### src/design/flash_record_validator_defines.svh
`ifndef FLASH_RECORD_VALIDATOR_DEFINES_SVH
`define FLASH_RECORD_VALIDATOR_DEFINES_SVH

// Same-cycle implication, disabled during reset.
`define FRV_ASSERT_NOW(label, clk, rst_n, ante, cons, msg) \
    label: assert property (@(posedge clk) disable iff (!rst_n) (ante) |-> (cons)) \
        else $error(msg);

// Next-cycle implication, disabled during reset.
`define FRV_ASSERT_NEXT(label, clk, rst_n, ante, cons, msg) \
    label: assert property (@(posedge clk) disable iff (!rst_n) (ante) |=> (cons)) \
        else $error(msg);

`endif

### src/design/frv_pkg.sv
`timescale 1ns / 1ps
`default_nettype none

package frv_pkg;

    localparam logic [31:0] CRC_POLY       = 32'hedb88320;
    localparam logic [31:0] CRC_INIT       = 32'hffffffff;
    localparam logic [15:0] FORMAT_VERSION = 16'd1;

    // last byte of each little-endian header field, plus the header CRC start and the end of the fields
    localparam int unsigned POS_FORMAT_END = 5;
    localparam int unsigned POS_SCHEMA_END = 7;
    localparam int unsigned POS_GEN_END    = 11;
    localparam int unsigned POS_LEN_END    = 15;
    localparam int unsigned POS_PCRC_END   = 19;
    localparam int unsigned HCRC_POS       = 20;
    localparam int unsigned POS_HCRC_END   = 23;
    localparam int unsigned FIELDS_END     = 24;

    typedef enum logic [2:0] {
        ST_OK          = 3'd0,
        ST_MAGIC       = 3'd1,
        ST_FORMAT      = 3'd2,
        ST_SCHEMA      = 3'd3,
        ST_LENGTH      = 3'd4,
        ST_HEADER_CRC  = 3'd5,
        ST_PADDING     = 3'd6,
        ST_PAYLOAD_CRC = 3'd7
    } t_status;

    typedef enum logic [1:0] {
        CFG_PAYLOAD_LENGTH = 2'd0,
        CFG_SCHEMA_VERSION = 2'd1,
        CFG_LEGACY_SCHEMA  = 2'd2
    } t_cfg_idx;

    function automatic logic [7:0] magic_byte(input logic [1:0] idx);
        logic [7:0] m;
        case (idx)
            2'd0:    m = 8'h53;
            2'd1:    m = 8'h50;
            2'd2:    m = 8'h50;
            default: m = 8'h46;
        endcase
        return m;
    endfunction

    // reflected CRC-32, one byte
    function automatic logic [31:0] crc_byte(input logic [31:0] c, input logic [7:0] b);
        logic [31:0] x;
        x = c ^ {24'd0, b};
        for (int k = 0; k < 8; k++) begin
            x = (x >> 1) ^ (x[0] ? CRC_POLY : 32'd0);
        end
        return x;
    endfunction

endpackage

`default_nettype wire

### src/design/flash_record_validator.sv
// Record header/payload validator, one record byte per beat.
// Input channel: i_in_valid / o_in_stall carrying i_data_byte and i_record_start.
// A beat with i_record_start high is byte 0 of a record and drops any partial one.
// The record is HEADER_BYTES header bytes then payload_length payload bytes.
// Output channel: o_out_valid / i_out_stall, one beat per record on its last byte,
// carrying validity, the first failed check, generation and stored payload CRC.
// A result passes through the input register, then the result register.
// Throughput: one byte per cycle unless the receiver stalls; CRC over a byte is a combinational XOR network.
// Bytes past the end of a record are dropped until the next record start.
// Receiver stall: the result register holds; the input register then fills and
// o_in_stall rises in the same cycle, so no beat is lost.
// Configuration: i_cfg_we writes register i_cfg_index (0 payload length,
// 1 schema version, 2 legacy schema version); write only while idle.
// Reset (i_rst_n low, synchronous) clears the registers, record state and both
// pipeline valids.
`timescale 1ns / 1ps
`default_nettype none
`include "flash_record_validator_defines.svh"

module flash_record_validator
    import frv_pkg::*;
#(
    parameter int unsigned HEADER_BYTES = 32
) (
    input  wire logic        i_clk,
    input  wire logic        i_rst_n,
    input  wire logic        i_cfg_we,
    input  wire logic [1:0]  i_cfg_index,
    input  wire logic [15:0] i_cfg_wdata,
    input  wire logic        i_in_valid,
    output logic             o_in_stall,
    input  wire logic [7:0]  i_data_byte,
    input  wire logic        i_record_start,
    output logic             o_out_valid,
    input  wire logic        i_out_stall,
    output logic             o_record_valid,
    output logic             o_header_valid,
    output logic [2:0]       o_status_code,
    output logic             o_is_legacy_schema,
    output logic [31:0]      o_generation,
    output logic [31:0]      o_payload_checksum
);

    localparam int unsigned POS_W = $clog2(HEADER_BYTES + 65536);

    // configuration
    logic [15:0] r_payload_length, r_schema_version, r_legacy_schema;

    // input register
    logic       r_in_valid;
    logic [7:0] r_byte;
    logic       r_start;

    // record state
    logic [POS_W-1:0] r_pos, n_pos;
    logic [31:0] r_crc, n_crc;
    logic [31:0] r_fs, n_fs;
    logic [31:0] r_hcrc, n_hcrc;
    logic [31:0] r_gen, n_gen;
    logic [31:0] r_pcrc, n_pcrc;
    t_status     r_err, n_err;
    logic        r_leg, n_leg;

    // result register
    logic        r_out_valid, n_out_valid;
    logic        r_rec_ok, n_rec_ok;
    logic        r_hdr_ok, n_hdr_ok;
    t_status     r_status, n_status;
    logic        r_out_leg, n_out_leg;
    logic [31:0] r_out_gen, n_out_gen;
    logic [31:0] r_out_pcrc, n_out_pcrc;

    // working values
    logic             out_free, proc, live, emit, hv;
    logic [POS_W-1:0] total, c_pos, pos_inc;
    logic [31:0]      c_crc, c_fs, c_hcrc, c_gen, c_pcrc, fs_new;
    t_status          c_err;
    logic             c_leg;

    assign out_free   = !r_out_valid || !i_out_stall;
    assign proc       = r_in_valid && out_free;
    assign o_in_stall = r_in_valid && !out_free;

    always_ff @(posedge i_clk) begin
        if (!i_rst_n) begin
            r_payload_length <= '0;
            r_schema_version <= '0;
            r_legacy_schema  <= '0;
        end else if (i_cfg_we) begin
            unique case (i_cfg_index)
                CFG_PAYLOAD_LENGTH: r_payload_length <= i_cfg_wdata;
                CFG_SCHEMA_VERSION: r_schema_version <= i_cfg_wdata;
                CFG_LEGACY_SCHEMA:  r_legacy_schema  <= i_cfg_wdata;
                default: ;
            endcase
        end
    end

    always_ff @(posedge i_clk) begin
        if (!i_rst_n) begin
            r_in_valid <= 1'b0;
        end else if (!o_in_stall) begin
            r_in_valid <= i_in_valid;
        end
        if (i_in_valid && !o_in_stall) begin
            r_byte  <= i_data_byte;
            r_start <= i_record_start;
        end
    end

    always_comb begin
        total = POS_W'(HEADER_BYTES) + POS_W'(r_payload_length);

        c_pos  = r_start ? '0 : r_pos;
        c_crc  = r_start ? CRC_INIT : r_crc;
        c_fs   = r_start ? '0 : r_fs;
        c_hcrc = r_start ? '0 : r_hcrc;
        c_gen  = r_start ? '0 : r_gen;
        c_pcrc = r_start ? '0 : r_pcrc;
        c_err  = r_start ? ST_OK : r_err;
        c_leg  = r_start ? 1'b0 : r_leg;

        live    = c_pos < total;
        fs_new  = {r_byte, c_fs[31:8]};
        pos_inc = c_pos + POS_W'(1);

        n_pos  = c_pos;
        n_crc  = c_crc;
        n_fs   = c_fs;
        n_hcrc = c_hcrc;
        n_gen  = c_gen;
        n_pcrc = c_pcrc;
        n_err  = c_err;
        n_leg  = c_leg;

        if (live) begin
            n_fs  = fs_new;
            n_pos = pos_inc;
            if (c_pos < POS_W'(HCRC_POS) || c_pos >= POS_W'(HEADER_BYTES)) begin
                n_crc = crc_byte(c_crc, r_byte);
            end
            if (c_pos < POS_W'(4)) begin
                if (r_byte != magic_byte(c_pos[1:0]) && n_err == ST_OK) n_err = ST_MAGIC;
            end else if (c_pos == POS_W'(POS_FORMAT_END)) begin
                if (fs_new[31:16] != FORMAT_VERSION && n_err == ST_OK) n_err = ST_FORMAT;
            end else if (c_pos == POS_W'(POS_SCHEMA_END)) begin
                if (fs_new[31:16] != r_schema_version && fs_new[31:16] != r_legacy_schema) begin
                    if (n_err == ST_OK) n_err = ST_SCHEMA;
                end else begin
                    n_leg = fs_new[31:16] != r_schema_version;
                end
            end else if (c_pos == POS_W'(POS_GEN_END)) begin
                n_gen = fs_new;
            end else if (c_pos == POS_W'(POS_LEN_END)) begin
                if (fs_new != {16'd0, r_payload_length} && n_err == ST_OK) n_err = ST_LENGTH;
            end else if (c_pos == POS_W'(POS_PCRC_END)) begin
                n_pcrc = fs_new;
                n_hcrc = ~n_crc;
                n_crc  = CRC_INIT;
            end else if (c_pos == POS_W'(POS_HCRC_END)) begin
                if (fs_new != c_hcrc && n_err == ST_OK) n_err = ST_HEADER_CRC;
            end else if (c_pos >= POS_W'(FIELDS_END) && c_pos < POS_W'(HEADER_BYTES)) begin
                if (r_byte != 8'd0 && n_err == ST_OK) n_err = ST_PADDING;
            end
        end

        emit = live && (pos_inc == total);
        hv   = n_err == ST_OK;
        if (emit && hv && (~n_crc) != n_pcrc) begin
            n_err = ST_PAYLOAD_CRC;
        end

        n_out_valid = r_out_valid;
        n_rec_ok    = r_rec_ok;
        n_hdr_ok    = r_hdr_ok;
        n_status    = r_status;
        n_out_leg   = r_out_leg;
        n_out_gen   = r_out_gen;
        n_out_pcrc  = r_out_pcrc;
        if (out_free) begin
            n_out_valid = proc && emit;
            n_rec_ok    = n_err == ST_OK;
            n_hdr_ok    = hv;
            n_status    = n_err;
            n_out_leg   = hv && n_leg;
            n_out_gen   = hv ? n_gen : 32'd0;
            n_out_pcrc  = hv ? n_pcrc : 32'd0;
        end
    end

    always_ff @(posedge i_clk) begin
        if (!i_rst_n) begin
            r_pos       <= '0;
            r_crc       <= CRC_INIT;
            r_fs        <= '0;
            r_hcrc      <= '0;
            r_gen       <= '0;
            r_pcrc      <= '0;
            r_err       <= ST_OK;
            r_leg       <= 1'b0;
            r_out_valid <= 1'b0;
        end else begin
            if (proc) begin
                r_pos  <= n_pos;
                r_crc  <= n_crc;
                r_fs   <= n_fs;
                r_hcrc <= n_hcrc;
                r_gen  <= n_gen;
                r_pcrc <= n_pcrc;
                r_err  <= n_err;
                r_leg  <= n_leg;
            end
            r_out_valid <= n_out_valid;
        end
        r_rec_ok   <= n_rec_ok;
        r_hdr_ok   <= n_hdr_ok;
        r_status   <= n_status;
        r_out_leg  <= n_out_leg;
        r_out_gen  <= n_out_gen;
        r_out_pcrc <= n_out_pcrc;
    end

    assign o_out_valid        = r_out_valid;
    assign o_record_valid     = r_rec_ok;
    assign o_header_valid     = r_hdr_ok;
    assign o_status_code      = r_status;
    assign o_is_legacy_schema = r_out_leg;
    assign o_generation       = r_out_gen;
    assign o_payload_checksum = r_out_pcrc;

    `FRV_ASSERT_NOW(a_rec_ok_implies_hdr, i_clk, i_rst_n,
        r_out_valid && r_rec_ok, r_hdr_ok && r_status == ST_OK,
        "record valid without clean header")
    `FRV_ASSERT_NOW(a_bad_hdr_zero_fields, i_clk, i_rst_n,
        r_out_valid && !r_hdr_ok, r_out_gen == 32'd0 && r_out_pcrc == 32'd0 && !r_out_leg,
        "header fields leaked on bad header")
    `FRV_ASSERT_NOW(a_hdr_ok_status, i_clk, i_rst_n,
        r_out_valid && r_hdr_ok, r_status == ST_OK || r_status == ST_PAYLOAD_CRC,
        "header error code with header valid")
    `FRV_ASSERT_NEXT(a_stall_holds_input, i_clk, i_rst_n,
        o_in_stall, r_in_valid && $stable(r_byte) && $stable(r_start),
        "stalled input register changed")

endmodule

`default_nettype wire
### config.mk
export PLATFORM = sky130hd
export DESIGN_NAME = flash_record_validator
export DESIGN_NICKNAME = d
export VERILOG_FILES = /design/src/design/frv_pkg.sv /design/src/design/flash_record_validator.sv
export VERILOG_INCLUDE_DIRS = /design/src /design/src/design
export SDC_FILE = /design/constraint.sdc
export NUM_CORES = 1
export LEC_CHECK = 0
export BUFFER_PORTS_ARGS = -buffer_cell sky130_fd_sc_hd__buf_2
export CAP_MARGIN = 20
export CORE_MARGIN = 4
export CORE_UTILIZATION = 50
export CTS_CLUSTER_DIAMETER = 100
export DETAILED_ROUTE_END_ITERATION = 7
export PLACE_DENSITY = 0.73
export SETUP_SLACK_MARGIN = 0.2
export SYNTH_ARGS = -nofsm -noshare
export SYNTH_HDL_FRONTEND = slang
export SYNTH_SLANG_ARGS = --single-unit
### constraint.sdc
create_clock -name i_clk -period 8.4 [get_ports i_clk]
set_clock_uncertainty 0.2 [all_clocks]
set_input_delay 0.84 -clock i_clk [delete_from_list [all_inputs] [get_ports i_clk]]
set_output_delay 0.84 -clock i_clk [all_outputs]
set_load 0.005 [all_outputs]
==> results.md <==
* I/O Buffers at 103
* PostCTS Resize Cnt at 0
* Proportion of power drawn by combinational gates at 0.207
* Final Critical Period at 6060 ps
* Die height at 196 µm
* Worst Hold Depth at 1
* Worst skew pair latency at 600 ps
* CP endpoint kind: flip-flop
* H-Tree Level Count at 1
* DRT antenna net count at 0
* Syn Nets at 2,166
* Power share of the sequential group at 0.426
* Crit-path slowest cell: edfxtp_1
* Unrepaired setup endpoints after global routing: no
* Vias post-DR at 16,500
* Endpoints failing hold at 0
* Core area at 34,800 µm²
* LEAKAGE at 7.01 nW
* DP Worst Slack at 2390 ps
* Layout Utilization at 0.560
* Net count, final at 2,165
* Total wire length at 61,600 µm
* Number of CTS-inserted buffers at 31
* Tot GR Track Use at 0.304
* Violation count after the first detailed-route iteration at 2,145
* Post-Syn Instances at 2,117
* Worst-path cell chain: buf_4, nor2b_1, ha_1, nand4_1, a2111oi_0, o21ai_0, a221oi_1, o21a_4, nor3_4, buf_4, mux2_2, or4_1, a31o_1, a221oi_2, nor4b_4, a311oi_2, nand2b_1
* P&R area growth vs syn at 9.73%
* Placed wire-length estimate at 41,900 µm
* Setup TNS at 0 ps
* Cell area after synthesis at 17,800 µm²
* Sw power at 1.14 mW
* Residual DRC count at 0
* Initial antenna violation count at 2
* Hold Crit Endpoint: r_byte[2]$_DFFE_PP_
* Reg2reg setup slack at 2340 ps
* Yosys warning total at 0
* # clock sinks at 302
* RR Startpoint: r_start$_DFFE_PP_
* Period utilisation layout at 0.722
* Internal at 2.56 mW
* # diodes at 0
* Most frequent cells in the layout: 305 x nand2_1, 223 x dfxtp_1, 159 x nor2_1
* Layout cells sized above 1 at 0.120
* Status: completed
* Cell Pwr Density at 189 nW/µm²
* Drt first pass iters at 6
* Cts hold-fix bufs at 0
* Sw frac at 0.308
* Crit path kind: flip-flop to flip-flop
* Max Cap Violations at 0
* Final number of setup-violating endpoints at 0
* First-pass GRT wire length at 92,000 µm
* Number of fill cells at 3,185
* Final worst slack at 2340 ps
* Startpoint Class: flip-flop
* FFs w/ async S/R, synth at 0
* Worst min-delay path startpoint: i_data_byte[2]
* Reg2Reg Depth at 17
* Worst stage delay on the critical path at 910 ps
* Root Buffer: clkbuf_16
* Starting Density at 0.510
* Vias in the first global route at 15,200
* Crit path top cell by count: buf_4
* Clock Power Share at 0.367
* Post-CTS Setup Repair Bufs at 0
* Hold Crit Class: primary input to flip-flop
* Max Root-Sink Buffers at 3
* Pins Over Slew Limit at 0
* Crit-path max FO at 35
* Largest net degree at the start of global routing at 95
* FMAX at 165 MHz
* Worst-margin pin slew at 1100 ps
* Synth Flop Type: dfxtp_1
* WL/cell at 23.7 µm
* Arr. time, crit path at 6210 ps
* FF+latch count, synth at 302
* Global placement routability congestion at 1.02
* Required @ worst endpoint at 8550 ps
* Syn avg cell area at 8.39 µm²
* Number of core rows at 68
* Remaining global-route overflow at 0
* WHS at 236 ps
* Peak supply drop at 0.186 mV
* Total Power at 3.69 mW
* Die area at 38,600 µm²
* Worst R2R End: o_status_code[0]$_DFFE_PN_
* Io pins at 104
* Die extent in x at 196 µm
* Sequential area share after synthesis at 0.385
* DR vias/cell at 6.36
* Clock-pin transition on the worst setup and hold timing paths at 60 ps
* Synth unique cells at 88
* Max transition margin at 0.269
* CTS tree: built
* Post-synth EDFFs at 79
* Most common cell after layout, fill and taps aside: nand2_1
## power by group through the flow
stage / registers, mW / logic [mW] / clock network [mW]
after floorplan: 1.57 / 0.532 / 0
after global placement: 1.60 / 0.726 / 0
after detailed placement: 1.60 / 0.735 / 0
after CTS: 1.57 / 0.740 / 1.37
after global routing: 1.57 / 0.809 / 1.42
final: 1.57 / 0.765 / 1.36
## area by class of cell
class	instances	area [µm²]	area share
Multi-Input combinational cell	1606	10100	0.519
Sequential cell	302	6840	0.351
Clock buffer	49	928	0.0476
Timing Repair Buffer	154	908	0.0466
Tap cell	455	569	0.0292
Inverter	21	78.8	0.00404
Clock inverter	8	63.8	0.00327
## Yosys cell counts (all sizes together) (19+ instances only)
library cell / n / area (µm²)
xnor2: 110 / 971
o211ai: 23 / 173
edfxtp: 79 / 2370
buf: 54 / 282
a31oi: 33 / 219
a21boi: 66 / 495
dfxtp: 223 / 4460
o21ai: 87 / 435
inv: 21 / 78.8
a21oi: 89 / 445
o32ai: 19 / 181
mux2i: 26 / 260
xor2: 60 / 526
nand2: 307 / 1150
nor3: 44 / 241
nor2b: 142 / 891
and3: 21 / 131
nand3: 58 / 290
a22oi: 114 / 856
nand4: 30 / 188
nor2: 163 / 612
clkbuf: 134 / 503
## flip-flops by register name, indices dropped and copies added, names as in the netlist, 3 cells and up
| name | flops |
|---|---|
| r_schema_version | 16 |
| r_byte | 8 |
| r_fs | 24 |
| r_pos | 17 |
| r_hcrc | 32 |
| o_payload_checksum | 32 |
| o_generation | 32 |
| r_payload_length | 16 |
| r_crc | 32 |
| o_status_code | 3 |
| r_pcrc | 32 |
| r_legacy_schema | 16 |
| r_err | 3 |
| r_gen | 32 |
## routing by layer
| layer | global-route usage | up-vias | wire length [µm] |
|---|---|---|---|
| met5 | 0 | - | 33 |
| met4 | 0.158 | 4 | 3880 |
| met3 | 0.0492 | 207 | 6290 |
| met2 | 0.457 | 999 | 26400 |
| met1 | 0.423 | 7808 | 25000 |
| li1 | - | 7479 | - |
## through the flow
stage               cell area, µm²  cells
floorplan                    17800   2117
global placement             18500   2537
detailed placement           18500   2537
CTS                          19500   2594
global route                 19500   2595
finish                       19500   2595
## cell families (layout without fill, tap and decap cells)
group,Yosys count,count (layout),share of synthesized area
buf+inv,209,232,0.0486
compound gates,512,512,0.198
fa+ha+maj,18,18,0.0126
simple gates,861,861,0.240
xor+xnor,178,178,0.0945
mux,37,37,0.0216
flops,302,302,0.385
## worst max-delay path by stage
stage | from | to | slack, ps | cells after the start
floorplan | r_start$_DFFE_PP_ | o_status_code[2]$_DFFE_PN_ | 1540 | 27
global placement | r_start$_DFFE_PP_ | o_status_code[2]$_DFFE_PN_ | 2460 | 17
detailed placement | r_start$_DFFE_PP_ | o_status_code[0]$_DFFE_PN_ | 2390 | 17
CTS | r_start$_DFFE_PP_ | o_status_code[0]$_DFFE_PN_ | 2410 | 17
global route | r_start$_DFFE_PP_ | o_status_code[1]$_DFFE_PN_ | 1920 | 17
finish | r_start$_DFFE_PP_ | o_status_code[0]$_DFFE_PN_ | 2340 | 17
## worst max-delay path: cells and delay by family (launching register included)
kind | cells | cell delay (ps)
adder cells (fa/ha/maj) | 1 | 290
flip-flops | 1 | 910
AO/OA/AOI/OAI | 7 | 2030
buffers and inverters | 2 | 690
AND/OR/NAND/NOR | 6 | 1300
multiplexers | 1 | 360
Power figures use the tool's default switching activity.
